$ cat src/design/conv3x3_saturating_filter_defines.svh
// ----------------------------------------------------------------------------
// conv3x3 saturating filter assertion macros
// Concurrent check wrappers shared by the filter modules; they expand to
// nothing when the design is read for synthesis.
// ----------------------------------------------------------------------------
`ifndef CONV3X3_SATURATING_FILTER_DEFINES_SVH
`define CONV3X3_SATURATING_FILTER_DEFINES_SVH

`ifndef SYNTHESIS

// same-cycle implication
`define CFSF_ASSERT_IMP(lbl, clk, rst, ante, cons) \
   lbl: assert property (@(posedge clk) disable iff (rst) (ante) |-> (cons)) \
      else $error("cfsf check failed");

// next-cycle implication
`define CFSF_ASSERT_NXT(lbl, clk, rst, ante, cons) \
   lbl: assert property (@(posedge clk) disable iff (rst) (ante) |=> (cons)) \
      else $error("cfsf check failed");

`else

`define CFSF_ASSERT_IMP(lbl, clk, rst, ante, cons)
`define CFSF_ASSERT_NXT(lbl, clk, rst, ante, cons)

`endif

`endif

$ cat src/design/cfsf_pkg.sv
`timescale 1ns / 1ps
// ----------------------------------------------------------------------------
// cfsf_pkg
// Shared constants, register indexes and beat / pipeline types of the filter.
// ----------------------------------------------------------------------------
package cfsf_pkg;

   localparam int SAMPLE_W   = 8;
   localparam int LINE_DEPTH = 4096;
   localparam int LINE_AW    = $clog2(LINE_DEPTH);
   localparam int LEN_W      = LINE_AW + 1;
   localparam int MAX_CH     = 4;
   localparam int CH_W       = $clog2(MAX_CH);
   localparam int TAPS       = 9;
   localparam int PROD_W     = 17;
   localparam int ROW_W      = 18;
   localparam int SUM_W      = 20;
   localparam int BEAT_W     = 3;
   localparam int FIFO_DEPTH = 8;
   localparam int FIFO_AW    = $clog2(FIFO_DEPTH);
   localparam int OCC_W      = $clog2(FIFO_DEPTH + 1);

   localparam int WIDTH_W    = 11;
   localparam int HEIGHT_W   = 16;
   localparam int CHAN_W     = 3;
   localparam int COEF_W     = 24;
   localparam int MIN_WIDTH  = 3;
   localparam int MAX_WIDTH  = 1024;
   localparam int MIN_HEIGHT = 3;

   localparam logic [WIDTH_W-1:0]  RST_IMAGE_WIDTH   = WIDTH_W'(640);
   localparam logic [HEIGHT_W-1:0] RST_IMAGE_HEIGHT  = HEIGHT_W'(480);
   localparam logic [CHAN_W-1:0]   RST_CHANNEL_COUNT = CHAN_W'(3);
   localparam logic [COEF_W-1:0]   RST_COEF_TOP      = 24'h00FF00;
   localparam logic [COEF_W-1:0]   RST_COEF_MID      = 24'hFF04FF;
   localparam logic [COEF_W-1:0]   RST_COEF_BOT      = 24'h00FF00;

   typedef logic [2:0] csr_index_type;

   localparam csr_index_type CSR_IMAGE_WIDTH   = 3'd0;
   localparam csr_index_type CSR_IMAGE_HEIGHT  = 3'd1;
   localparam csr_index_type CSR_CHANNEL_COUNT = 3'd2;
   localparam csr_index_type CSR_COEF_TOP_ROW  = 3'd3;
   localparam csr_index_type CSR_COEF_MID_ROW  = 3'd4;
   localparam csr_index_type CSR_COEF_BOT_ROW  = 3'd5;

   typedef struct packed {
      logic [SAMPLE_W-1:0] pixel_sample;
      logic                frame_start;
   } req_beat_type;

   typedef struct packed {
      logic [SAMPLE_W-1:0] out_sample;
      logic                run_last;
      logic                frame_last;
   } rsp_beat_type;

   typedef struct packed {
      logic [COEF_W-1:0] top;
      logic [COEF_W-1:0] mid;
      logic [COEF_W-1:0] bot;
   } coef_set_type;

   // what one sample causes on the result side
   typedef struct packed {
      logic              has_main;
      logic              interior;
      logic [CHAN_W-1:0] zero_cnt;
      logic              has_own;
      logic              frame_end;
   } ev_type;

   typedef struct packed {
      logic                valid;
      logic [LINE_AW-1:0]  addr;
      logic [SAMPLE_W-1:0] pix;
      logic [CH_W-1:0]     ch;
      ev_type              ev;
   } pos_type;

   typedef struct packed {
      logic                         valid;
      ev_type                       ev;
      logic [TAPS-1:0][PROD_W-1:0]  prod;
   } prod_type;

   typedef struct packed {
      logic [SAMPLE_W-1:0] val;
      logic [BEAT_W-1:0]   beats;
      logic                frame_end;
   } desc_type;

endpackage

$ cat src/design/cfsf_out.sv
`timescale 1ns / 1ps
// ----------------------------------------------------------------------------
// cfsf_out
// Descriptor queue and beat sequencer; expands each descriptor into its
// result beats behind a registered output.
// ----------------------------------------------------------------------------
`include "conv3x3_saturating_filter_defines.svh"

module cfsf_out import cfsf_pkg::*; (
   input  logic         clock,
   input  logic         reset,
   input  logic         push_valid,
   input  desc_type     push_desc,
   output logic         pop,
   output logic         rsp_valid,
   input  logic         rsp_ready,
   output rsp_beat_type rsp_beat
);

   desc_type            fifo_ff [FIFO_DEPTH];
   logic [FIFO_AW-1:0]  wr_ptr_ff, rd_ptr_ff;
   logic [OCC_W-1:0]    cnt_ff, cnt_in;
   logic [BEAT_W-1:0]   beat_idx_ff;

   logic                rsp_valid_ff;
   rsp_beat_type        rsp_beat_ff;

   desc_type            head;
   logic                nonempty, can_load, last_beat, emit;

   always_comb begin
      head      = fifo_ff[rd_ptr_ff];
      nonempty  = cnt_ff != '0;
      can_load  = !rsp_valid_ff || rsp_ready;
      last_beat = beat_idx_ff == (head.beats - 1'b1);
      emit      = nonempty && (head.beats != '0) && can_load;
      // a sample with no result leaves the queue without a beat
      pop       = nonempty && ((head.beats == '0) || (can_load && last_beat));
      cnt_in    = cnt_ff + OCC_W'(push_valid) - OCC_W'(pop);
   end

   always_ff @(posedge clock) begin
      if (push_valid) begin
         fifo_ff[wr_ptr_ff] <= push_desc;
      end
      if (emit) begin
         rsp_beat_ff.out_sample <= (beat_idx_ff == '0) ? head.val : '0;
         rsp_beat_ff.run_last   <= last_beat;
         rsp_beat_ff.frame_last <= last_beat && head.frame_end;
      end
   end

   always_ff @(posedge clock) begin
      if (reset) begin
         wr_ptr_ff    <= '0;
         rd_ptr_ff    <= '0;
         cnt_ff       <= '0;
         beat_idx_ff  <= '0;
         rsp_valid_ff <= 1'b0;
      end else begin
         cnt_ff <= cnt_in;
         if (push_valid) begin
            wr_ptr_ff <= wr_ptr_ff + 1'b1;
         end
         if (pop) begin
            rd_ptr_ff   <= rd_ptr_ff + 1'b1;
            beat_idx_ff <= '0;
         end else if (emit) begin
            beat_idx_ff <= beat_idx_ff + 1'b1;
         end
         if (emit) begin
            rsp_valid_ff <= 1'b1;
         end else if (rsp_ready) begin
            rsp_valid_ff <= 1'b0;
         end
      end
   end

   assign rsp_valid = rsp_valid_ff;
   assign rsp_beat  = rsp_beat_ff;

   `CFSF_ASSERT_IMP(a_queue_room, clock, reset, push_valid, (cnt_ff < OCC_W'(FIFO_DEPTH)) || pop)
   `CFSF_ASSERT_IMP(a_beat_in_desc, clock, reset, nonempty && (head.beats != '0), beat_idx_ff < head.beats)

endmodule

$ cat config.mk
export PLATFORM = sky130hd
export DESIGN_NAME = cfsf_out
export DESIGN_NICKNAME = d
export VERILOG_FILES = /design/src/design/cfsf_pkg.sv /design/src/design/cfsf_out.sv
export VERILOG_INCLUDE_DIRS = /design/src /design/src/design
export SDC_FILE = /design/constraint.sdc
export NUM_CORES = 1
export LEC_CHECK = 0
export ABC_AREA = 1
export BUFFER_PORTS_ARGS = -buffer_cell sky130_fd_sc_hd__buf_2
export CORE_ASPECT_RATIO = 1.4
export CORE_MARGIN = 1.5
export CORE_UTILIZATION = 53
export CTS_BUF_LIST = sky130_fd_sc_hd__clkbuf_4
export DETAILED_ROUTE_END_ITERATION = 12
export PLACE_DENSITY = 0.72
export RECOVER_POWER = 100
export SLEW_MARGIN = 10
export SYNTH_ARGS = -nofsm -noshare
export SYNTH_HDL_FRONTEND = slang
export SYNTH_SLANG_ARGS = --single-unit
$ cat constraint.sdc
create_clock -name clock -period 6.88 [get_ports clock]
set_clock_uncertainty 0.2 [all_clocks]
set_input_delay 1.376 -clock clock [delete_from_list [all_inputs] [get_ports clock]]
set_output_delay 1.376 -clock clock [all_outputs]
set_load 0.05 [all_outputs]
# --- After elaboration in Yosys (flattened, before gate mapping) ---
# Memories as Yosys holds them, arrays and structs flattened. A register that Yosys moved wholly into a read port is not among the register bits.
# Index checks and enable logic that the tools add are counted.
op_classes:
  add_sub_neg: 6
  order_cmp: 0
  mux: 6
  bitwise: 0
  n_reduce_logical: 14
  div_mod_pow: 0
  mul: 0
  n_shift: 0
  n_eq_ne: 1
op_table:
  columns: ["operator", "count"]
  rows:
  - ["3-bit by 1-bit adder with 3-bit output (second input constant)", 3]
  - ["3-bit zero test", 2]
  - ["3-bit 2-to-1 mux", 2]
  - ["1-bit logical AND", 5]
  - ["4-bit by 1-bit adder with 4-bit output", 1]
  - ["1-bit 2-to-1 mux", 4]
  - ["4-bit nonzero test", 1]
  - ["4-bit by 1-bit subtractor with 4-bit output", 1]
  - ["3-bit equality test", 1]
  - ["3-bit nonzero test", 1]
  - ["3-bit by 1-bit subtractor with 3-bit output (second input constant)", 1]
  - ["1-bit logical OR", 2]
  - ["2-bit nonzero test", 1]
  - ["2-bit OR reduction", 1]
  - ["1-bit zero test", 1]
word_totals:
  elab_cells: 36
  reg_bits: 24
  in_bits: 16
  mem_count: 1
  romBits: 0
  mem_bits_rw: 96
  out_inout_bits: 12
  latch_bits: 0
memory_table:
  columns: ["memory", "depth", "width", "read_ports", "rd_ports_with_merged_regs", "write_ports", "line_no", "source"]
  rows:
  - ["fifo_ff", 8, 12, 1, 1, 1, "cfsf_out.sv:20", "desc_type fifo_ff [FIFO_DEPTH];"]

# --- Logic depth before layout (Yosys ltp) ---
logic_depth:
  word_depth: 7
  mapped_depth: 22
  mapped_depth_nobuf: 21

# --- Worst setup path before layout ---
# OpenSTA, ideal clock, no wires.
synth_timing:
  kind: "register to output"
  start: "register (tool-made name)"
  end: "output pop"
  path_stages_with_launch: 14
  t_required_ps: 5304
  n_path_buf: 2
  slack_ps: 2979
  t_arrival_ps: 2325
  cell_sequence: "dfxtp_1 buf_6 clkbuf_1 o21ai_0 o221ai_1 o21ai_1 ha_1 xor2_1 nand3_1 nand2_2 nand4_2 nand2_4 nand2_2 inv_1"
synth_lines:
  columns: ["item", "line_no", "source"]
  rows:
  - ["end, declared", "cfsf_out.sv:14", "output logic pop,"]

==> impl_results.md <==
* Hold Path Class: flop to flop
* TritonCTS Buffers at 17
* Max-cap violations at 0
* Yosys Warn Count at 0
* Post-Syn Area at 5080 um2
* Clock sinks at 123
* Mean Syn Cell Area at 12.0 um2
* Asr flop ratio synth at 0%
* DP HPWL at 6.04 mm
* Initial DRT Pass Iterations at 4
* Hold Path Depth at 2
* Core region area at 9410 um2
* Final period util at 81.7%
* RSZ-0062 raised after global routing: no
* Crit-path slowest cell: dfxtp_1
* FMAX at 178 MHz
* Die Ht at 119 um
* Hold Worst Slack at 0.311 ns
* Clock Path Buffers at 2
* Die area at 10200 um2
* DRT iter0 DRCs at 282
* Power Dens Cells at 385 nW/um2
* Worst Path Class, Setup: flop to output port
* Worst-path clk slew at 0.10 ns
* Worst Path Arrival at 4.04 ns
* CTS tree: done
* Post-synth cell types at 38
* Core Rows at 42
* Global-route wire length before repair at 15.1 mm
* Total track usage at 20.4%
* Routed len/inst at 16.4 um
* Least-Margin Pin Slew at 1.24 ns
* Cts hold-fix bufs at 0
* Top_reg_cell synth: edfxtp_1
* Worst r2r path cells at 19
* Seq/Total Area, Yosys at 69.3%
* I/O Pins at 28
* Tmin final at 5.62 ns
* LEAKAGE at 2.02 nW
* Via density at 5.58
* Antenna viol nets, final at 0
* Final Hold Violating Endpoints at 0
* H-tree level count at 4
* Crit path max fanout at 25
* Post-synth EDFFs at 106
* Vias in the first global route at 3267
* Pin count of the biggest net entering global routing at 51
* Synth Instances at 422
* Max-slew headroom at 16.8%
* Share of layout cells above drive strength 1 at 11.2%
* Endpoint class of the critical path: output port
* Post_cts resized at 0
* Outcome: finished clean
* #FFs+latches synth at 123
* CP Launch Type: flop
* Post-Route WL at 9.59 mm
* Starting Density at 54.0%
* Nets at 488
* I/O Buffers at 27
* Critical path's largest stage delay at 0.93 ns
* Crit-path cells: inv_1, o21ai_0, o22ai_1, o21ai_0, ha_1, xor2_1, nand3_1, nand2_1, nand4_2, nand2_1, nand2_1, inv_1, buf_2
* Clk root buf: clkbuf_4
* Die Span X at 85.8 um
* Routability Congestion at 0.823
* Fin. max-slew vios at 0
* Clock Latency Late Sink at 0.52 ns
* Global route overflow at 0
* Setup TNS at 0 ns
* Initial antenna violation count at 1
* Vias post-DR at 3259
* Syn-to-layout area delta at 8.86%
* Most used cell, CP: nand2_1
* DRC at 0
* Post-synth net total at 450
* Worst EP required at 5.30 ns
* Setup violators final at 0
* Postcts setup bufs at 0
* Max VDD drop at 0.000291 V
-- through the flow --
stage | std cells | total power [W] | cell area, um2 | setup WS [ns] | util (%)
after floorplan | 422 | 0.00153 | 5080 | 2.98 | -
after global placement | 551 | 0.00165 | 5340 | 2.40 | 56.8
after detailed placement | 551 | 0.00168 | 5340 | 2.26 | 56.8
after CTS | 583 | 0.00219 | 5640 | 1.64 | 59.9
after global routing | 584 | 0.00225 | 5530 | 0.877 | 58.8
final | 584 | 0.00213 | 5530 | 1.26 | 58.8
-- registers in the layout, summed over array words and instances, names as in the netlist, named ones only --
name / cells
fifo_ff: 96
rsp_beat: 10
cnt_ff: 4
beat_idx_ff: 3
rd_ptr_ff: 3
wr_ptr_ff: 3
rsp_valid: 1
-- report_power, final --
part	switching, W	total [W]	internal [W]	leakage, nW
clock	0.000255	0.000512	0.000256	0.159
sequential	0.0000316	0.000934	0.000903	1.11
combinational	0.000498	0.000685	0.000187	0.751
total	0.000785	0.00213	0.00135	2.02
-- worst max-delay path: cells and delay by family, from the launching register on --
kind	cells	cell delay [ns]
buffers and inverters	3	0.99
adders and majority gates	1	0.23
AOI/OAI and AO/OA	3	0.57
xor gates and xnor gates	1	0.19
and+or+nand+nor	5	0.60
DFF	1	0.93
-- cells in the final DEF (no fill, tap or decap), drive strengths merged, types with 8 or more instances in the layout --
cell type	synthesis	final
a21oi	11	11
nand3	16	16
clkinv	1	9
a31oi	8	8
dfxtp	17	17
ha	11	11
edfxtp	106	106
o22ai	9	9
clkbuf	12	52
nand2	43	43
o21ai	50	50
inv	37	37
nor2	82	82
-- final cells by class --
class	instances	area, um2
well taps	110	138
inverters	38	143
repair buffers	36	141
multi-input cells	244	1290
clock buffers	19	143
flip-flops and latches	123	3520
fillers	742	3870
diodes	1	2.50
clock inverters	13	151
-- cell usage after synthesis (3+ instances only) --
cell type | number | share of area, %
edfxtp_1 | 106 | 63
nor2_1 | 80 | 5.9
inv_1 | 34 | 2.5
nand2_1 | 33 | 2.4
o21ai_0 | 32 | 3.2
dfxtp_1 | 17 | 6.7
o21ai_1 | 17 | 1.7
clkbuf_1 | 12 | 0.89
ha_1 | 11 | 2.7
a21oi_1 | 10 | 0.98
nand3_1 | 10 | 0.98
o22ai_1 | 9 | 1.1
a31oi_1 | 8 | 0.98
nand2_2 | 7 | 0.86
nand3_2 | 5 | 0.98
inv_2 | 3 | 0.22
nand2_4 | 3 | 0.66
xor2_1 | 3 | 0.52
-- routing by layer --
layer	vias up	wire [um]	GRT usage, %
met2	142	4860	33.2
li1	1548	-	-
met1	1524	3540	21.7
met4	0	542	16.2
met5	-	0	0
met3	45	646	5.96
-- kinds of logic after synthesis --
family	Yosys count	synth area share (%)
and+or+nand+nor	145	13.3
DFF	123	69.3
AOI/OAI and AO/OA	82	8.89
buffers and inverters	55	4.41
adders and majority gates	12	3.10
xor gates and xnor gates	5	1.01
-- path summary, 6_finish.rpt --
path,to,start,slack [ns]
worst min register to register,wr_ptr_ff[0],wr_ptr_ff[0],0.31
worst min-delay path,wr_ptr_ff[0],wr_ptr_ff[0],0.31
worst max-delay path,pop,flop,1.26
worst max register to register,cnt_ff[2],flop,2.28
Note: power is estimated with default switching activity, not from simulation.
