`src/design/conv3x3_saturating_filter_defines.svh`:
```
// ----------------------------------------------------------------------------
// conv3x3 saturating filter assertion macros
// Concurrent check wrappers shared by the filter modules; they expand to
// nothing when the design is read for synthesis.
// ----------------------------------------------------------------------------
`ifndef CONV3X3_SATURATING_FILTER_DEFINES_SVH
`define CONV3X3_SATURATING_FILTER_DEFINES_SVH

`ifndef SYNTHESIS

// same-cycle implication
`define CFSF_ASSERT_IMP(lbl, clk, rst, ante, cons) \
   lbl: assert property (@(posedge clk) disable iff (rst) (ante) |-> (cons)) \
      else $error("cfsf check failed");

// next-cycle implication
`define CFSF_ASSERT_NXT(lbl, clk, rst, ante, cons) \
   lbl: assert property (@(posedge clk) disable iff (rst) (ante) |=> (cons)) \
      else $error("cfsf check failed");

`else

`define CFSF_ASSERT_IMP(lbl, clk, rst, ante, cons)
`define CFSF_ASSERT_NXT(lbl, clk, rst, ante, cons)

`endif

`endif

```
`src/design/cfsf_pkg.sv`:
```
`timescale 1ns / 1ps
// ----------------------------------------------------------------------------
// cfsf_pkg
// Shared constants, register indexes and beat / pipeline types of the filter.
// ----------------------------------------------------------------------------
package cfsf_pkg;

   localparam int SAMPLE_W   = 8;
   localparam int LINE_DEPTH = 4096;
   localparam int LINE_AW    = $clog2(LINE_DEPTH);
   localparam int LEN_W      = LINE_AW + 1;
   localparam int MAX_CH     = 4;
   localparam int CH_W       = $clog2(MAX_CH);
   localparam int TAPS       = 9;
   localparam int PROD_W     = 17;
   localparam int ROW_W      = 18;
   localparam int SUM_W      = 20;
   localparam int BEAT_W     = 3;
   localparam int FIFO_DEPTH = 8;
   localparam int FIFO_AW    = $clog2(FIFO_DEPTH);
   localparam int OCC_W      = $clog2(FIFO_DEPTH + 1);

   localparam int WIDTH_W    = 11;
   localparam int HEIGHT_W   = 16;
   localparam int CHAN_W     = 3;
   localparam int COEF_W     = 24;
   localparam int MIN_WIDTH  = 3;
   localparam int MAX_WIDTH  = 1024;
   localparam int MIN_HEIGHT = 3;

   localparam logic [WIDTH_W-1:0]  RST_IMAGE_WIDTH   = WIDTH_W'(640);
   localparam logic [HEIGHT_W-1:0] RST_IMAGE_HEIGHT  = HEIGHT_W'(480);
   localparam logic [CHAN_W-1:0]   RST_CHANNEL_COUNT = CHAN_W'(3);
   localparam logic [COEF_W-1:0]   RST_COEF_TOP      = 24'h00FF00;
   localparam logic [COEF_W-1:0]   RST_COEF_MID      = 24'hFF04FF;
   localparam logic [COEF_W-1:0]   RST_COEF_BOT      = 24'h00FF00;

   typedef logic [2:0] csr_index_type;

   localparam csr_index_type CSR_IMAGE_WIDTH   = 3'd0;
   localparam csr_index_type CSR_IMAGE_HEIGHT  = 3'd1;
   localparam csr_index_type CSR_CHANNEL_COUNT = 3'd2;
   localparam csr_index_type CSR_COEF_TOP_ROW  = 3'd3;
   localparam csr_index_type CSR_COEF_MID_ROW  = 3'd4;
   localparam csr_index_type CSR_COEF_BOT_ROW  = 3'd5;

   typedef struct packed {
      logic [SAMPLE_W-1:0] pixel_sample;
      logic                frame_start;
   } req_beat_type;

   typedef struct packed {
      logic [SAMPLE_W-1:0] out_sample;
      logic                run_last;
      logic                frame_last;
   } rsp_beat_type;

   typedef struct packed {
      logic [COEF_W-1:0] top;
      logic [COEF_W-1:0] mid;
      logic [COEF_W-1:0] bot;
   } coef_set_type;

   // what one sample causes on the result side
   typedef struct packed {
      logic              has_main;
      logic              interior;
      logic [CHAN_W-1:0] zero_cnt;
      logic              has_own;
      logic              frame_end;
   } ev_type;

   typedef struct packed {
      logic                valid;
      logic [LINE_AW-1:0]  addr;
      logic [SAMPLE_W-1:0] pix;
      logic [CH_W-1:0]     ch;
      ev_type              ev;
   } pos_type;

   typedef struct packed {
      logic                         valid;
      ev_type                       ev;
      logic [TAPS-1:0][PROD_W-1:0]  prod;
   } prod_type;

   typedef struct packed {
      logic [SAMPLE_W-1:0] val;
      logic [BEAT_W-1:0]   beats;
      logic                frame_end;
   } desc_type;

endpackage

```
`src/design/cfsf_accum.sv`:
```
`timescale 1ns / 1ps
// ----------------------------------------------------------------------------
// cfsf_accum
// Sums the nine products in two steps, clamps to a byte and forms the
// result descriptor of each sample.
// ----------------------------------------------------------------------------
module cfsf_accum import cfsf_pkg::*; (
   input  logic     clock,
   input  logic     reset,
   input  prod_type prod,
   output logic     push_valid,
   output desc_type push_desc
);

   logic signed [PROD_W-1:0] pv      [TAPS];
   logic signed [ROW_W-1:0]  row_sum [3];

   logic                     s4_valid_ff;
   logic signed [ROW_W-1:0]  s4_rows_ff [3];
   ev_type                   s4_ev_ff;

   logic signed [SUM_W-1:0]  total;
   logic                     neg, over;
   logic [SAMPLE_W-1:0]      clamped;

   always_comb begin
      for (int k = 0; k < TAPS; k++) begin
         pv[k] = $signed(prod.prod[k]);
      end
      for (int i = 0; i < 3; i++) begin
         row_sum[i] = ROW_W'(pv[3*i]) + ROW_W'(pv[3*i + 1]) + ROW_W'(pv[3*i + 2]);
      end
   end

   always_ff @(posedge clock) begin
      if (reset) begin
         s4_valid_ff <= 1'b0;
      end else begin
         s4_valid_ff <= prod.valid;
      end
      if (prod.valid) begin
         s4_ev_ff <= prod.ev;
         for (int i = 0; i < 3; i++) begin
            s4_rows_ff[i] <= row_sum[i];
         end
      end
   end

   always_comb begin
      total   = SUM_W'(s4_rows_ff[0]) + SUM_W'(s4_rows_ff[1]) + SUM_W'(s4_rows_ff[2]);
      neg     = total[SUM_W-1];
      over    = !neg && (|total[SUM_W-2:SAMPLE_W]);
      clamped = neg ? '0 : (over ? '1 : total[SAMPLE_W-1:0]);

      push_desc.val       = s4_ev_ff.interior ? clamped : '0;
      push_desc.beats     = BEAT_W'(s4_ev_ff.has_main) + BEAT_W'(s4_ev_ff.zero_cnt)
                          + BEAT_W'(s4_ev_ff.has_own);
      push_desc.frame_end = s4_ev_ff.frame_end;
   end

   assign push_valid = s4_valid_ff;

endmodule

```
`config.mk`:
```
export PLATFORM = sky130hd
export DESIGN_NAME = cfsf_accum
export DESIGN_NICKNAME = d
export VERILOG_FILES = /design/src/design/conv3x3_saturating_filter_defines.svh /design/src/design/cfsf_pkg.sv /design/src/design/cfsf_accum.sv
export SDC_FILE = /design/constraint.sdc
export NUM_CORES = 1
export LEC_CHECK = 0
export BUFFER_PORTS_ARGS = -buffer_cell sky130_fd_sc_hd__buf_2
export CORE_ASPECT_RATIO = 1.2
export CORE_MARGIN = 4
export CORE_UTILIZATION = 40
export DETAILED_ROUTE_END_ITERATION = 6
export HOLD_SLACK_MARGIN = 0.05
export MAX_ROUTING_LAYER = met4
export PLACE_DENSITY = 0.64
export SYNTH_ARGS = -nofsm -noshare
export SYNTH_HDL_FRONTEND = slang
export SYNTH_SLANG_ARGS = --single-unit
```
`constraint.sdc`:
```
create_clock -name clock -period 5 [get_ports clock]
set_input_delay 1.5 -clock clock [delete_from_list [all_inputs] [get_ports clock]]
set_output_delay 1.5 -clock clock [all_outputs]
set_load 0.1 [all_outputs]
```
# Yosys cells after proc, flatten, opt, wreduce, memory -nomap -nowiden
# Memory sizes are Yosys's and may differ from the RTL's.
# Index checks and enable logic that the tools add are counted.
dict set report op_classes {
  n_addsub 10
  n_mux 5
  reduce_logical 3
}
# operator n
set ops {}
lappend ops {{$add 17x17->18} 3}
lappend ops {{$add 18x17->18} 3}
lappend ops {{$mux 8} 3}
lappend ops {{$add 19x18->20} 1}
lappend ops {{$add 18x18->19} 1}
lappend ops {{$reduce_or 11->1} 1}
lappend ops {{$add 1x3->3} 1}
lappend ops {{$add 3x1->3} 1}
lappend ops {{$mux 1} 2}
lappend ops {{$logic_and 1x1->1} 1}
lappend ops {{$logic_not 1->1} 1}
dict set report word_totals {
  register_bits 8
  ramBits 54
  inputBits 163
  output_inout_bits 13
  word_cells 25
  memories 1
}
# memory depth word_bits rd rd_clocked_by_memory_dff write_ports line
set memory_table {}
lappend memory_table {s4_rows_ff 3 18 3 0 3 cfsf_accum.sv:19} ;# logic signed [ROW_W-1:0] s4_rows_ff [3];

# Longest topological paths before layout
# Gate-level depths: netlist of the first run.
dict set report depth {
  word_depth 7
  depth_mapped 13
}

# Least setup slack after synthesis of the first run
# OpenSTA, ideal clock, no wires.
dict set report synth_path {
  path_type {register -> output}
  from {memory s4_rows_ff[0][1]}
  to {output port push_desc[10] (netlist name)}
  t_arrival_ps 4360
  required_ps 3500
  slack_ps -860
  path_stages_with_launch 12
  path_cell_list {edfxtp_1 fa_1 ha_1 inv_1 fa_1 nor2b_4 o31a_4 o2bb2ai_4 o31ai_2 a31oi_1 a221o_1 a41oi_1}
}
# element line
set synth_rtl {}
lappend synth_rtl {{start: declaration} cfsf_accum.sv:19}
lappend synth_rtl {{end: declaration} cfsf_accum.sv:12} ;# output desc_type push_desc

==> results of run 1 <==
-- area by class of cell --
| type | count | area (um^2) | area share |
|---|---|---|---|
| inverter | 61 | 229 | 0.0273 |
| sequential | 62 | 1850 | 0.221 |
| multi-input combinational | 461 | 4660 | 0.556 |
| tap | 212 | 265 | 0.0316 |
| clock inverter | 7 | 71.3 | 0.00851 |
| timing repair buffer | 192 | 1080 | 0.129 |
| clock buffer | 9 | 225 | 0.0269 |
-- registers in the layout, summed over array words and instances, names as in the netlist --
register / cells
s4_rows_ff: 54
s4_ev_ff: 6
push_desc: 1
push_valid: 1
-- per-layer routing --
metal / track usage / routed length [um]
met2: 0.318 / 8490
met4: 0.0461 / 276
met5: - / 0
met3: 0.0284 / 607
met1: 0.196 / 6100
-- timing repair --
| action | CTS | global route |
|---|---|---|
| setup endpoints to repair | 8 | 8 |
| buffers inserted | 5 | 2 |
| resized for setup | 22 | 15 |
| hold endpoints to repair | 0 | 0 |
| pin swaps | 7 | 2 |
| hold buffers | 0 | 0 |
-- worst paths after layout --
| check | start | endpoint | slack [ps] | cells after the start |
|---|---|---|---|---|
| worst max-delay path | s4_rows_ff[0][12]$_DFFE_PP_ | push_desc[8] | -150 | 10 |
| worst min-delay path | reset | push_valid$_SDFF_PP0_ | 1320 | 2 |
-- power groups by stage --
stage	combinational, mW	clock (mW)	sequential, mW
detailed placement	3.54	0	0.851
floorplan	2.71	0	0.825
global placement	3.52	0	0.845
finish	3.96	0.616	0.835
global route	4.31	0.664	0.850
CTS	3.81	0.636	0.840
-- logic make-up after synthesis --
logic type	count (synthesis)
compound gates	150
fa+ha+maj	141
simple gates	127
buf+inv	62
flops	62
xor+xnor	40
mux	3
-- stage by stage --
step                cells  setup WS, ps  total power [mW]  TNS, ps  instance area (um^2)
finish               1004          -149              5.41    -1080                  8380
global route         1004          -281              5.82    -2100                  8380
CTS                  1002          -185              5.28    -1310                  8300
detailed placement    981         -25.3              4.40    -52.8                  7880
global placement      981          76.4              4.37        0                  7880
floorplan             585          -261              3.54    -1750                  6660
-- cell usage in the layout (no fill, tap or decap), types with 5 or more instances in the layout --
| cell | netlist | routed |
|---|---|---|
| ha_1 | 67 | 58 |
| clkbuf_16 | 0 | 9 |
| buf_4 | 1 | 16 |
| xnor2_1 | 27 | 27 |
| nor2b_1 | 8 | 8 |
| nor2_1 | 35 | 35 |
| nand2b_1 | 13 | 13 |
| fa_1 | 74 | 73 |
| o21ai_0 | 24 | 24 |
| ha_2 | 0 | 7 |
| o21a_1 | 12 | 12 |
| edfxtp_1 | 61 | 61 |
| nand4_1 | 7 | 7 |
| o211ai_1 | 7 | 7 |
| a41oi_2 | 0 | 7 |
| inv_1 | 61 | 60 |
| nand3_1 | 5 | 5 |
| o31ai_1 | 6 | 6 |
| a21oi_1 | 26 | 25 |
| buf_2 | 0 | 167 |
| xor2_1 | 13 | 13 |
| buf_6 | 0 | 5 |
| a21o_1 | 10 | 10 |
| nor3_1 | 18 | 17 |
| a211oi_1 | 10 | 9 |
| nand2_1 | 16 | 16 |
| or3_1 | 5 | 5 |
-- synthesized netlist by cell type (all sizes together), types with 5 or more instances --
cell	instances
a21o	11
nor2b	9
o21ai	26
nand3	6
nor3	18
o211ai	8
xnor2	27
nand2	16
nand2b	13
ha	67
nand4	7
or3	5
nor2	36
fa	74
a211oi	10
inv	61
a41oi	9
o31ai	7
xor2	13
o21a	12
a21oi	27
edfxtp	61
==> flow_summary.yaml, run 1 <==
run_status:
  status: "complete, but fails checks"
  violations: "setup timing"
power:
  pwr-share-clk: 0.114
  p_int_mw: 2.75
  seqPwrFrac: 0.154
  power.switching_mw: 2.66
  power.density_mw_per_mm2: 646
  combPwrFrac: 0.732
  vdd_drop_max_mv: 0.355
  p_leak_nw: 3.67
  p_sw_frac: 0.492
place:
  gp_congestion: 0.888
  port_buffers: 175
  hpwlAfterDp_mm: 13.2
critical_path:
  crit_slowest_cell: "fa_1"
  arrival_ps: 3650
  critical-path-max-stage-delay_ps: 550
  worst-path-max-fanout: 8
  end_kind: "output port"
  critPathLaunchType: "flop"
  criticalPathCategory: "flop to output port"
  crit_chain: "fa_1 > ha_2 > a21oi_2 > o21ai_2 > a22o_1 > a311o_1 > or4b_4 > nand3_4 > a41oi_2 > buf_8"
  crit_family: "compound AO/OA/AOI/OAI gates"
  required_ps: 3500
  path_buf_inv: 1
route:
  drtIter0Drc: 198
  drc: 0
  routedWlPerCell_um: 15.4
  drt-total-wl_mm: 15.5
  via_per_inst: 5.16
  firstDrtPassIters: 4
  ant_nets: 0
  vias: 5176
cts:
  cts_buffers: 9
  cts.path.max_buffers: 2
  clkSinkCount: 62
  htreeDepth: 3
  tritoncts: "yes"
  clk_pin_slew_ps: 50
  cts_root_buf: "clkbuf_16"
yosys:
  ys_ff_latch: 62
  synth-simple-area-share: 0.101
  netlist-cell-type-count: 64
  synth_mux_area_frac: 0.00457
  netlist_area_mm2: 0.00657
  synth_nets: 889
  synth-compound-area-share: 0.170
  ys.flop_type: "edfxtp_1"
  synthAdderAreaFrac: 0.353
  yosysTopAreaCell: "edfxtp_1"
  synth_top_family_by_area: "adder cells"
  synthXorXnorAreaFrac: 0.0533
  yosysSeqAreaShare: 0.282
  yosys.area.top_type_share: 0.279
  async_reset_ff_frac: 0
  ys_warn_count: 0
  synthTopCellsByArea: "edfxtp_1 (28%), fa_1 (23%), ha_1 (13%)"
  synth.avg_cell_area_um2: 11.2
  synth-edff-count: 61
  syn_inst: 585
floorplan:
  die_w_um: 125
  die_h_um: 148
  rows: 51
  initial_core_util: 0.407
  fp.dieArea_mm2: 0.0185
  io-pin-count: 176
  coreArea_mm2: 0.0161
global_routing:
  grt_antenna_before_repair: 0
  grt_pass1_wl_mm: 25.5
  gr-total-overflow: 0
  grt_max_degree: 45
  grt_pass1_vias: 5557
  track_usage: 0.173
final_layout:
  fillers: 1491
  drive_above_1_share: 0.317
  final_nets: 1091
  syn_to_final_growth_pct: 27.6
  final_util: 0.519
  diodes: 0
sta:
  min_period_ps: 5150
  relSlewSlack: 0.361
  clock.fmax_mhz: 194
  final.setup.worst_slack_ps: -149
  setup_viol: 8
  maxSlewViolCount: 0
  tightest_slew_ps: 959
  finalHoldViolations: 0
  rsz0062_at_grt: "yes"
  fin_hold_ws_ps: 1320
  timing.final.crit_share: 1.03
hold_path:
  hp-class: "input pin to flop"
flow_run:
  cap_violations: 0
No activity file was read; power rests on OpenSTA's default activity.
==> run 2, diff against run 1 <==
Settings changed: CELL_PAD_IN_SITES_DETAIL_PLACEMENT from default to 0, CELL_PAD_IN_SITES_GLOBAL_PLACEMENT from default to 1, PLACE_DENSITY 0.64 to 0.8.
==> flow_summary.yaml, run 2 (synthesis gave the netlist of run 1 again) <==
cts:
  htreeDepth: 3
  clkSinkCount: 62
  tritoncts: "yes"
  cts_buffers: 9
  clk_pin_slew_ps: 50
  cts_root_buf: "clkbuf_16"
  cts.path.max_buffers: 2
critical_path:
  crit_path_start: "s4_rows_ff[0][3]$_DFFE_PP_"
  required_ps: 3500
  crit_family: "compound AO/OA/AOI/OAI gates"
  critical-path-max-stage-delay_ps: 600
  cp-endpoint: "push_desc[8]"
  crit_top_cell: "buf_6"
  worst-path-max-fanout: 8
  end_kind: "output port"
  critPathLaunchType: "flop"
  crit_chain: "fa_1 > ha_4 > and3_4 > a221o_1 > buf_4 > a31o_1 > nor3_1 > o211ai_1 > a2111oi_4 > buf_6 > a41oi_2 > buf_6"
  crit_slowest_cell: "fa_1"
  path_buf_inv: 3
  criticalPathCategory: "flop to output port"
  worstSetupPathDepth: 12
  arrival_ps: 3700
final_layout:
  final_common_cell: "buf_2"
  diodes: 0
  largest_reg_flops: 54
  final_cell_mix: "buf_2 (167), fa_1 (73), ha_1 (62), edfxtp_1 (61), inv_1 (60)"
  fin_area_mm2: 0.00840
  fin_cells: 1005
  final_nets: 1093
  reg_top3: "s4_rows_ff: 54 flops, s4_ev_ff: 6 flops"
  syn_to_final_growth_pct: 27.9
  drive_above_1_share: 0.306
  largest-register: "s4_rows_ff"
sta:
  tightest_slew_ps: 817
  relSlewSlack: 0.455
  setup_viol: 8
  timing.final.crit_share: 1.04
  min_period_ps: 5200
  finalHoldViolations: 0
  final.setup.worst_slack_ps: -201
  clock.fmax_mhz: 192
  rsz0062_at_grt: "yes"
  maxSlewViolCount: 0
  fin_tns_setup_ps: -1460
route:
  via_per_inst: 5.25
  drt-total-wl_mm: 15.7
  routedWlPerCell_um: 15.6
  drc: 0
  drtIter0Drc: 233
  ant_nets: 0
  vias: 5276
  firstDrtPassIters: 4
place:
  dp.cells: 984
  placed_area_mm2: 0.00791
  hpwlAfterDp_mm: 13.4
  pre_cts_slack_ps: -14.8
  gp_congestion: 0.845
  port_buffers: 175
floorplan:
  coreArea_mm2: 0.0161
  io-pin-count: 176
  die_h_um: 148
  initial_core_util: 0.407
  rows: 51
  die_w_um: 125
  fp.dieArea_mm2: 0.0185
power:
  power.density_mw_per_mm2: 648
  p_leak_nw: 3.69
  vdd_drop_max_mv: 0.364
run_status:
  violations: "setup timing"
  status: "complete, but fails checks"
global_routing:
  grt_antenna_before_repair: 0
  grt_max_degree: 34
  gr-total-overflow: 0
  track_usage: 0.177
  grt_pass1_vias: 5696
  grt_pass1_wl_mm: 25.9
hold_path:
  hp-class: "input pin to flop"
flow_run:
  cap_violations: 0
[run 2: changes by cell type in the layout (fill, tap and decap cells not counted), moves of 2 or more]
cell | before | now
a41oi_2 | 7 | 5
a41oi_4 | 1 | 3
buf_4 | 16 | 18
ha_1 | 58 | 62
ha_2 | 7 | 2
inv_6 | 2 | 0
[run 2: repair_timing]
action	4_1_cts	5_1_grt
setup buffers	4	2
hold buffers	0	0
endpoints found under the hold margin	0	0
setup endpoints to repair	8	8
gates resized for setup	20	13
pin swaps	11	10
[run 2: final cells by class]
type | count | area (um^2)
tap | 212 | 265
clock inverter | 5 | 51.3
clock buffer | 10 | 229
fill | 1483 | 7740
timing repair buffer | 194 | 1100
sequential | 62 | 1850
multi-input combinational | 461 | 4680
inverter | 61 | 229
[run 2: stage by stage]
step / hold WS [ps] / util / power [mW]
floorplan: 1570 / - / 3.54
global placement: 1670 / 0.490 / 4.45
detailed placement: 1660 / 0.490 / 4.45
CTS: 1300 / 0.514 / 5.28
global route: 1310 / 0.520 / 5.85
finish: 1320 / 0.520 / 5.44
[run 2: how the worst min path moves through the flow]
stage	start	endpoint	slack (ps)	cells past startpoint
after floorplan	reset	push_valid$_SDFF_PP0_	1570	1
after global placement	reset	push_valid$_SDFF_PP0_	1670	2
after detailed placement	reset	push_valid$_SDFF_PP0_	1660	2
after CTS	reset	push_valid$_SDFF_PP0_	1300	2
after global routing	reset	push_valid$_SDFF_PP0_	1310	2
final	reset	push_valid$_SDFF_PP0_	1320	2
[run 2: per-layer routing]
metal / GRT usage / routed length [um]
met2: 0.318 / 8300
met1: 0.197 / 6150
met3: 0.0291 / 788
met5: - / 0
met4: 0.0672 / 437
[run 2: power by group]
group	switching, mW	total (mW)	internal (mW)
logic	2.39	4.02	1.63
registers	0.0723	0.834	0.761
clock network	0.211	0.590	0.379
total	2.68	5.44	2.77
==> run 3, diff against run 2 <==
Settings changed: CTS_CLUSTER_SIZE from default to 24.
Clock period 5 ns to 5.3 ns, I/O delays scaled along.
==> flow_summary.yaml, run 3 (synthesis gave the netlist of run 1 again) <==
sta:
  setup_viol: 4
  tightest_slew_ps: 615
  fin_hold_ws_ps: 1420
  clock.fmax_mhz: 188
  timing.final.crit_share: 1.00
  rsz0062_at_grt: "yes"
  maxSlewViolCount: 0
  final.setup.worst_slack_ps: -11.8
  min_period_ps: 5310
  finalHoldViolations: 0
  relSlewSlack: 0.590
final_layout:
  fillers: 1442
  syn_to_final_growth_pct: 28.6
  multi_input_area_mm2: 0.00473
  largest-register: "s4_rows_ff"
  reg_top3: "s4_rows_ff: 54 flops, s4_ev_ff: 6 flops"
  final_nets: 1084
  fin_area_mm2: 0.00844
  drive_above_1_share: 0.301
  regArea_mm2: 0.00185
  final_util: 0.523
  final_cell_mix: "buf_2 (167), fa_1 (73), ha_1 (62), edfxtp_1 (61), inv_1 (60)"
  largest_reg_flops: 54
  fin_cells: 997
  final_common_cell: "buf_2"
  diodes: 0
place:
  gp_congestion: 0.805
  dp.cells: 975
  port_buffers: 175
  placed_area_mm2: 0.00791
  hpwlAfterDp_mm: 13.5
route:
  via_per_inst: 5.21
  routedWlPerCell_um: 15.8
  drtIter0Drc: 151
  drc: 0
  firstDrtPassIters: 4
  vias: 5197
  ant_nets: 0
  drt-total-wl_mm: 15.8
run_status:
  status: "complete, but fails checks"
  violations: "setup timing"
cts:
  cts.path.max_buffers: 2
  tritoncts: "yes"
  clk_pin_slew_ps: 50
  htreeDepth: 3
  cts_root_buf: "clkbuf_16"
  cts_buffers: 9
  clkSinkCount: 62
global_routing:
  grt.met1_usage: 0.187
  grt-busiest-layer: "met2"
  track_usage: 0.177
  grt.met2_usage: 0.341
  gr-total-overflow: 0
  use_met3: 0.0248
  grt_max_degree: 37
  grt_antenna_before_repair: 0
  grt_pass1_wl_mm: 25.8
  grt_pass1_vias: 5622
critical_path:
  critical-path-max-stage-delay_ps: 510
  required_ps: 3710
  crit_slowest_cell: "fa_1"
  arrival_ps: 3720
  criticalPathCategory: "flop to output port"
  crit_chain: "fa_1 > ha_1 > a21o_1 > o211ai_1 > o22ai_1 > nor3_1 > nand4_1 > a2111oi_4 > buf_6 > a41oi_4 > buf_12"
  critPathLaunchType: "flop"
  end_kind: "output port"
  worst-path-max-fanout: 8
hold_path:
  hp-class: "input pin to flop"
floorplan:
  fp.dieArea_mm2: 0.0185
  die_h_um: 148
  coreArea_mm2: 0.0161
  rows: 51
  die_w_um: 125
  io-pin-count: 176
  initial_core_util: 0.407
power:
  vdd_drop_max_mv: 0.348
  p_leak_nw: 3.67
  power.density_mw_per_mm2: 619
flow_run:
  cap_violations: 0
## run 3: changes by cell type in the layout (fill, tap and decap cells not counted), sizes merged
cell / delta
buf: -9
clkinvlp: +1
## run 3: per-stage QoR
| step | total power [mW] | setup slack [ps] | setup TNS, ps |
|---|---|---|---|
| floorplan | 3.28 | -112 | -893 |
| global placement | 4.19 | 300 | 0 |
| detailed placement | 4.22 | 143 | 0 |
| CTS | 5.00 | -14.8 | -36.4 |
| global route | 5.62 | -123 | -882 |
| finish | 5.23 | -11.8 | -21.1 |
## run 3: what timing repair did
| action | CTS | global route |
|---|---|---|
| endpoints found under the setup margin | 8 | 8 |
| gates resized for setup | 12 | 16 |
| pin swaps | 8 | 14 |
| hold buffers | 0 | 0 |
| setup buffers | 3 | 3 |
## run 3: worst max-delay path: cells and delay by family (launching register included)
kind                       cells  cell delay (ps)
AOI/OAI and AO/OA              5             1190
adders and majority gates      2              970
buffers and inverters          2              450
DFF                            1              410
and+or+nand+nor                2              370
## run 3: final timing paths
path	depth (start not counted)	slack (ps)	from	endpoint
worst min-delay path	2	1420	reset	push_valid$_SDFF_PP0_
worst max-delay path	11	-10	s4_rows_ff[0][16]$_DFFE_PP_	push_desc[9]
## run 3: report_power, final
group,switching [mW],internal [mW],total [mW]
Sequential,0.0694,0.718,0.787
Combinational,2.33,1.55,3.87
Clock,0.206,0.361,0.567
Total,2.60,2.62,5.23
## run 3: per-layer routing
layer / wire (um) / part of all wire
met4: 210 / 0.013
met3: 667 / 0.042
met5: 0 / 0
met2: 8870 / 0.56
met1: 6010 / 0.38
## run 3: area by class of cell
| type | count | share of cell area |
|---|---|---|
| clock inverters | 6 | 0.00741 |
| inverters | 61 | 0.0271 |
| flip-flops and latches | 62 | 0.219 |
| clock buffers | 10 | 0.0271 |
| well taps | 212 | 0.0314 |
| repair buffers | 185 | 0.127 |
| multi-input cells | 461 | 0.560 |
